[src/rtl/ffl_pkg.sv]
`timescale 1ns / 1ps
// ----------------------------------------------------------------------------
// ffl_pkg
// Shared types and codes for the first-fit free list.
// ----------------------------------------------------------------------------
package ffl_pkg;

	localparam int OFFSET_W  = 31;
	localparam int SIZE_W    = 16;
	localparam int STATUS_W  = 2;
	localparam int S_TDATA_W = 48;  // offset + size, padded to bytes
	localparam int M_TDATA_W = 32;  // offset, padded to bytes

	// request kinds (s_tuser)
	localparam logic FUNC_PUT = 1'b0;
	localparam logic FUNC_GET = 1'b1;

	// result status codes (m_tuser)
	localparam logic [STATUS_W-1:0] ST_DONE      = 2'd0;
	localparam logic [STATUS_W-1:0] ST_NOT_FOUND = 2'd1;
	localparam logic [STATUS_W-1:0] ST_FULL      = 2'd2;

	typedef struct packed {
		logic [SIZE_W-1:0]   size;
		logic [OFFSET_W-1:0] offset;
	} ffl_entry_t;

	// controller -> datapath
	typedef struct packed {
		logic load_req;   // latch request beat, restart scan pointer
		logic do_put;     // append or flag full
		logic do_scan;    // first-fit search step
		logic do_shift;   // close-the-gap step
		logic load_out;   // move result into output register
	} ffl_cmd_t;

	// datapath -> controller
	typedef struct packed {
		logic scan_hit;
		logic scan_miss;
		logic shift_done;
		logic out_free;
	} ffl_stat_t;

endpackage

[src/rtl/first_fit_free_list.sv]
`timescale 1ns / 1ps
// ----------------------------------------------------------------------------
// first_fit_free_list
// Ordered free-block list with append and first-fit remove.
// ----------------------------------------------------------------------------
// A put beat (s_tuser = 0) appends {offset, size} at the tail of the list, or
// reports status 2 when all LIST_DEPTH slots are used. A get beat
// (s_tuser = 1) walks the list from the head and removes the first block
// whose size is at least the requested size, returning its offset with
// status 0; the blocks behind it move up one slot so list order holds.
// A get with no fit returns status 1 and offset zero. Every request gives
// exactly one result beat. Entries live in a single-port-write, registered-
// read memory, one entry per cycle. After the accepting edge a put runs
// through the put and done states; a get runs through the scan and, on a
// hit, the shift before the done state, and reads every entry in the list
// (the scan up to the hit, then the entries behind it that are moved). The
// sequencer is back in idle, and accepts the next request, in the cycle
// after the result is loaded; a full output register holds it in the done
// state until m_tready frees the register. The next request is taken while
// the previous result still waits in the output register.
// ----------------------------------------------------------------------------
module first_fit_free_list #(
	parameter int LIST_DEPTH = 16
) (
	input  logic                          clk,
	input  logic                          arst_n,
	// request stream
	input  logic                          s_tvalid,
	output logic                          s_tready,
	input  logic [ffl_pkg::S_TDATA_W-1:0] s_tdata,   // [30:0] block_offset, [46:31] block_size
	input  logic                          s_tuser,   // [0] func: 0 put, 1 get
	// result stream
	output logic                          m_tvalid,
	input  logic                          m_tready,
	output logic [ffl_pkg::M_TDATA_W-1:0] m_tdata,   // [30:0] found_offset
	output logic [ffl_pkg::STATUS_W-1:0]  m_tuser    // [1:0] status
);

	ffl_pkg::ffl_cmd_t  cmd;
	ffl_pkg::ffl_stat_t stat;

	// sequencer: one request at a time
	ffl_ctrl u_ctrl (
		.clk      (clk),
		.arst_n   (arst_n),
		.s_tvalid (s_tvalid),
		.s_func   (s_tuser),
		.s_tready (s_tready),
		.cmd      (cmd),
		.stat     (stat)
	);

	// entry store, scan compare and output register
	ffl_dpath #(
		.LIST_DEPTH (LIST_DEPTH)
	) u_dpath (
		.clk      (clk),
		.arst_n   (arst_n),
		.cmd      (cmd),
		.stat     (stat),
		.s_tdata  (s_tdata),
		.m_tvalid (m_tvalid),
		.m_tready (m_tready),
		.m_tdata  (m_tdata),
		.m_tuser  (m_tuser)
	);

endmodule

[src/rtl/ffl_ctrl.sv]
`timescale 1ns / 1ps
// ----------------------------------------------------------------------------
// ffl_ctrl
// Sequencer: accept, put / scan / shift, then hand off the result beat.
// ----------------------------------------------------------------------------
module ffl_ctrl (
	input  logic             clk,
	input  logic             arst_n,
	input  logic             s_tvalid,
	input  logic             s_func,
	output logic             s_tready,
	output ffl_pkg::ffl_cmd_t cmd,
	input  ffl_pkg::ffl_stat_t stat
);

	localparam logic [2:0] S_IDLE  = 3'd0;
	localparam logic [2:0] S_PUT   = 3'd1;
	localparam logic [2:0] S_SCAN  = 3'd2;
	localparam logic [2:0] S_SHIFT = 3'd3;
	localparam logic [2:0] S_DONE  = 3'd4;

	logic [2:0] state_q;
	logic [2:0] state_d;

	assign s_tready = (state_q == S_IDLE);

	always_comb begin
		state_d  = state_q;
		cmd      = '0;
		case (state_q)
			S_IDLE: begin
				if (s_tvalid) begin
					cmd.load_req = 1'b1;
					state_d = (s_func == ffl_pkg::FUNC_PUT) ? S_PUT : S_SCAN;
				end
			end
			S_PUT: begin
				cmd.do_put = 1'b1;
				state_d = S_DONE;
			end
			S_SCAN: begin
				cmd.do_scan = 1'b1;
				if (stat.scan_hit) begin
					state_d = S_SHIFT;
				end else if (stat.scan_miss) begin
					state_d = S_DONE;
				end
			end
			S_SHIFT: begin
				cmd.do_shift = 1'b1;
				if (stat.shift_done) begin
					state_d = S_DONE;
				end
			end
			S_DONE: begin
				if (stat.out_free) begin
					cmd.load_out = 1'b1;
					state_d = S_IDLE;
				end
			end
			default: begin
				state_d = S_IDLE;
			end
		endcase
	end

	always_ff @(posedge clk or negedge arst_n) begin
		if (!arst_n) begin
			state_q <= S_IDLE;
		end else begin
			state_q <= state_d;
		end
	end

endmodule

[src/rtl/ffl_dpath.sv]
`timescale 1ns / 1ps
// ----------------------------------------------------------------------------
// ffl_dpath
// Entry memory, fill count, scan pointer, compare and result registers.
// ----------------------------------------------------------------------------
module ffl_dpath #(
	parameter int LIST_DEPTH = 16
) (
	input  logic                                  clk,
	input  logic                                  arst_n,
	input  ffl_pkg::ffl_cmd_t                     cmd,
	output ffl_pkg::ffl_stat_t                    stat,
	input  logic [ffl_pkg::S_TDATA_W-1:0]         s_tdata,
	output logic                                  m_tvalid,
	input  logic                                  m_tready,
	output logic [ffl_pkg::M_TDATA_W-1:0]         m_tdata,
	output logic [ffl_pkg::STATUS_W-1:0]          m_tuser
);

	localparam int IDX_W = $clog2(LIST_DEPTH);
	localparam int CNT_W = $clog2(LIST_DEPTH + 1);
	localparam logic [CNT_W-1:0] DEPTH_C = CNT_W'(LIST_DEPTH);

	ffl_pkg::ffl_entry_t mem [LIST_DEPTH];

	logic [CNT_W-1:0]                 count_q;
	logic [CNT_W-1:0]                 ptr_q;
	ffl_pkg::ffl_entry_t              req_q;
	ffl_pkg::ffl_entry_t              rd_data_q;
	logic [IDX_W-1:0]                 rd_idx_q;
	logic                             rd_vld_q;
	logic [ffl_pkg::STATUS_W-1:0]     res_status_q;
	logic [ffl_pkg::OFFSET_W-1:0]     res_offset_q;
	logic                             out_vld_q;
	logic [ffl_pkg::STATUS_W-1:0]     out_status_q;
	logic [ffl_pkg::OFFSET_W-1:0]     out_offset_q;

	logic                             rd_go;
	logic                             wr_en;
	logic [IDX_W-1:0]                 wr_addr;
	ffl_pkg::ffl_entry_t              wr_data;
	logic                             full;

	assign full  = (count_q == DEPTH_C);
	assign rd_go = (cmd.do_scan || cmd.do_shift) && (ptr_q < count_q);

	assign stat.scan_hit   = rd_vld_q && (rd_data_q.size >= req_q.size);
	assign stat.scan_miss  = !rd_vld_q && (ptr_q >= count_q);
	assign stat.shift_done = !rd_vld_q;
	assign stat.out_free   = !out_vld_q || m_tready;

	// put appends at the tail; shift moves the fetched entry up one slot
	always_comb begin
		wr_en   = 1'b0;
		wr_addr = count_q[IDX_W-1:0];
		wr_data = req_q;
		if (cmd.do_put && !full) begin
			wr_en = 1'b1;
		end else if (cmd.do_shift && rd_vld_q) begin
			wr_en   = 1'b1;
			wr_addr = rd_idx_q - IDX_W'(1);
			wr_data = rd_data_q;
		end
	end

	always_ff @(posedge clk) begin
		if (wr_en) begin
			mem[wr_addr] <= wr_data;
		end
		if (rd_go) begin
			rd_data_q <= mem[ptr_q[IDX_W-1:0]];
			rd_idx_q  <= ptr_q[IDX_W-1:0];
		end
		if (cmd.load_req) begin
			req_q.offset <= s_tdata[ffl_pkg::OFFSET_W-1:0];
			req_q.size   <= s_tdata[ffl_pkg::OFFSET_W +: ffl_pkg::SIZE_W];
		end
		if (cmd.do_put) begin
			res_status_q <= full ? ffl_pkg::ST_FULL : ffl_pkg::ST_DONE;
			res_offset_q <= '0;
		end else if (cmd.do_scan && stat.scan_hit) begin
			res_status_q <= ffl_pkg::ST_DONE;
			res_offset_q <= rd_data_q.offset;
		end else if (cmd.do_scan && stat.scan_miss) begin
			res_status_q <= ffl_pkg::ST_NOT_FOUND;
			res_offset_q <= '0;
		end
		if (cmd.load_out) begin
			out_status_q <= res_status_q;
			out_offset_q <= res_offset_q;
		end
	end

	always_ff @(posedge clk or negedge arst_n) begin
		if (!arst_n) begin
			count_q   <= '0;
			ptr_q     <= '0;
			rd_vld_q  <= 1'b0;
			out_vld_q <= 1'b0;
		end else begin
			if (cmd.load_req) begin
				ptr_q    <= '0;
				rd_vld_q <= 1'b0;
			end else if (cmd.do_scan || cmd.do_shift) begin
				rd_vld_q <= rd_go;
				if (rd_go) begin
					ptr_q <= ptr_q + CNT_W'(1);
				end
			end
			if (cmd.do_put && !full) begin
				count_q <= count_q + CNT_W'(1);
			end else if (cmd.do_shift && stat.shift_done) begin
				count_q <= count_q - CNT_W'(1);
			end
			if (cmd.load_out) begin
				out_vld_q <= 1'b1;
			end else if (m_tready) begin
				out_vld_q <= 1'b0;
			end
		end
	end

	assign m_tvalid = out_vld_q;
	assign m_tuser  = out_status_q;
	assign m_tdata  = {{(ffl_pkg::M_TDATA_W - ffl_pkg::OFFSET_W){1'b0}}, out_offset_q};

endmodule

[config.mk]
export PLATFORM = sky130hd
export DESIGN_NAME = first_fit_free_list
export DESIGN_NICKNAME = d
export VERILOG_FILES = /design/src/rtl/ffl_pkg.sv /design/src/rtl/first_fit_free_list.sv /design/src/rtl/ffl_ctrl.sv /design/src/rtl/ffl_dpath.sv
export SDC_FILE = /design/constraint.sdc
export NUM_CORES = 1
export LEC_CHECK = 0
export BUFFER_PORTS_ARGS = -buffer_cell sky130_fd_sc_hd__buf_2
export CAP_MARGIN = 25
export CELL_PAD_IN_SITES_DETAIL_PLACEMENT = 0
export CELL_PAD_IN_SITES_GLOBAL_PLACEMENT = 2
export CORE_MARGIN = 2
export CORE_UTILIZATION = 30
export CTS_BUF_LIST = sky130_fd_sc_hd__clkbuf_8
export DETAILED_ROUTE_END_ITERATION = 8
export GPL_ROUTABILITY_DRIVEN = 0
export PLACE_DENSITY = 0.53
export SYNTH_ARGS = -nofsm -noshare
export SYNTH_HDL_FRONTEND = slang
export SYNTH_SLANG_ARGS = --single-unit
[constraint.sdc]
create_clock -name clk -period 5.8 [get_ports clk]
set_input_delay 1.16 -clock clk [delete_from_list [all_inputs] [get_ports clk]]
set_output_delay 1.16 -clock clk [all_outputs]
set_load 0.1 [all_outputs]
==> flow_summary.toml <==
[worst_setup_path]
reg2reg_slack_ps = 2310
reg2regPathDepth = 6
cp.depth = 6
crit_chain = "nand2b_1 -> or2_1 -> inv_1 -> a32oi_1 -> nor2_4 -> buf_4"
worstPathRequired_ps = 6210
crit_slowest_cell = "nor2_4"
start_kind = "flop"
crit_arrival_ps = 3900
path_delay_family = "simple AND/OR/NAND/NOR gates"
crit_buf_inv = 2
path_class = "flop to flop"
max_stage_delay_ps = 770
cp_max_fo = 22
cp-end-kind = "flop"

[sta]
timing.final.ws_setup_ps = 2310
grt_setup_unrepaired = "false"
report.final.slew_viol_count = 0
max_slew.worst_pin.slew_ps = 1102
setup_viol = 0
setup-tns-final_ps = 0
fmax_mhz = 286.5
min_period_over_period_pct = 60.18
fin_crit_ps = 3490
slew_headroom_pct = 26.52
hold_viol_final = 0
finClkSkew_ps = 25.89

[finish]
nets = 1939
fin_util_pct = 34.98
layout-drive-gt1-share_pct = 31.82
final_cells = 3517
syn_to_final_growth_pct = 15.88

[floorplanning]
ios = 89
rows = 126
die_x_microns = 348.5
die_h_microns = 348.5
dieArea_sq_um = 121400
core_sq_um = 117900
start_util_pct = 30.19

[power_and_ir_drop]
peakVddDrop_mv = 0.2604
power.leakage_nw = 13.53
power.total_mw = 18.83
power_density_nw_per_um2 = 456.5

[yosys]
syn-num-nets = 1706
synth_ff_type = "edfxtp_1"
synth_edf_count = 885
syn_avg_cell_area_sq_um = 21.89
synth-seq-cells = 931
yosysWarnings = 0
ys_async_sr_fraction_pct = 1.611
synthCells = 1626
netlist_area_sq_um = 35600
yosysUniqueCellTypes = 50
ys_seq_area_share_pct = 77.46

[global_route]
antenna_found_initial = 4
grt_pass1_wl_microns = 128000
grt_pass1_vias = 18027
grtUsageTotal_pct = 14.82
grt_max_degree = 57
grt_overflow_total = 0

[worst_hold_path]
hold_path_class = "input port to async pin"

[placement]
place_ws_ps = 2251
port_buffers = 86
dp_hpwl_microns = 46070
place_inst = 3231

[job]
maxCapViolations = 0

[cts]
cts.clk_slew.worst_paths_ps = 70
cts_tree = "done"
post_cts_buffers = 0
ctsHoldBuffers = 0
cts.path.max_buffers = 3
clock_latency_ps = 790
cts_resized = 0
cts-htree-levels = 4
cts-root-buf = "clkbuf_8"
numCtsBuffers = 162
cts.sinks = 931

[outcome]
status = "finished, final reports clean"

[drt]
drt_pass1_iterations = 7
ant_nets = 0
drt_iter0_drc = 1297
vias_per_cell = 4.759
wl_per_cell_microns = 25.33
detail_route.drc_violations = 0
wirelength_microns = 89080
vias = 16739
[registers in the layout (all words and copies together), names as in the netlist, 2 cells and up]
signal and cells:
u_dpath.req_q 47, u_ctrl.state_q 3, u_dpath.ptr_q 5, u_dpath.res_offset_q 31, u_dpath.count_q 5, u_dpath.rd_idx_q 4
u_dpath.m_tuser 2, u_dpath.res_status_q 2, u_dpath.out_offset_q 31, u_dpath.mem 752, u_dpath.rd_data_q 47
[cell families after synthesis]
kind of cell    Yosys count  synth area share, %
compound gates           55               0.9033
xor+xnor                  9               0.2215
fa+ha+maj                27               0.9701
buf+inv                 108                1.353
flops                   931                77.46
mux                     271                16.28
other cells               1              0.01053
simple gates            224                2.808
[metal layers]
metal	GRT usage, %	vias up	wire (microns)
met5	0	-	0
met3	2.963	140	3951
met2	24.27	404	43400
met1	20.01	9016	39990
met4	4.319	0	1742
li1	-	7179	-
[where the power goes]
group	internal, mW	total, mW	switching (mW)	leakage (nW)
Clock	2.71	5.31	2.60	1.67
Combinational	1.86	4.44	2.57	3.41
Sequential	8.59	9.08	0.494	8.45
[worst paths after layout]
check / start / endpoint
worst max-delay path: u_ctrl.state_q[2] / u_dpath.mem[9][16]
worst min-delay path: arst_n / u_dpath.m_tvalid
worst max register to register: u_ctrl.state_q[2] / u_dpath.mem[9][16]
worst min register to register: u_dpath.res_offset_q[20] / u_dpath.out_offset_q[20]
max in group asynchronous: arst_n / u_dpath.ptr_q[2]
min in group clk: u_dpath.res_offset_q[20] / u_dpath.out_offset_q[20]
[placed cells by master (no fill, tap or decap), types with 27 or more instances in the layout]
master / netlist / final
nand2_1: 132 / 132
buf_2: 17 / 86
edfxtp_1: 885 / 885
and3_1: 32 / 31
mux2_4: 27 / 27
clkbuf_8: 0 / 169
mux4_2: 235 / 235
dfxtp_1: 31 / 31
buf_4: 1 / 46
clkinv_1: 0 / 36
inv_1: 29 / 91
[through the flow]
step	cell area (sq um)	hold slack [ps]
final	41250	274.2
after global routing	41250	233.9
after CTS	41250	204.1
after detailed placement	38430	410.6
after global placement	38290	407.9
after floorplan	35600	400.1
[cells in the mapped netlist, types with 2 or more instances]
| cell type | number | area (sq um) |
|---|---|---|
| dfxtp_1 | 31 | 620.6 |
| dfrtp_1 | 15 | 375.4 |
| a32oi_1 | 2 | 17.52 |
| buf_2 | 17 | 85.08 |
| clkbuf_1 | 49 | 183.9 |
| mux2i_1 | 4 | 40.04 |
| nand2_1 | 132 | 495.5 |
| nor2b_1 | 4 | 25.02 |
| and3_1 | 32 | 200.2 |
| a21oi_1 | 13 | 65.06 |
| buf_12 | 2 | 40.04 |
| nor3_1 | 7 | 35.03 |
| edfxtp_1 | 885 | 26580 |
| nand2b_1 | 3 | 18.77 |
| nand4_1 | 3 | 18.77 |
| mux4_2 | 235 | 5293 |
| mux2_4 | 27 | 405.4 |
| mux2_2 | 5 | 56.30 |
| o22ai_1 | 2 | 12.51 |
| o21ai_0 | 24 | 120.1 |
| xnor2_1 | 8 | 70.07 |
| nor2_1 | 29 | 108.9 |
| nand3_1 | 5 | 25.02 |
| a31oi_1 | 2 | 12.51 |
| ha_1 | 26 | 325.3 |
| buf_1 | 8 | 30.03 |
| o21a_1 | 4 | 30.03 |
| a21o_1 | 2 | 15.01 |
| inv_1 | 29 | 108.9 |
[layout make-up]
cell class	instances	area, sq um
Sequential cell	931	27580
Fill cell	10992	76670
Clock inverter	116	495.5
Clock buffer	169	2326
Multi-Input combinational cell	587	7684
Tap cell	1536	1922
Antenna cell	1	2.502
Inverter	29	110.1
Timing Repair Buffer	148	1126
Power figures use the tool's default switching activity.
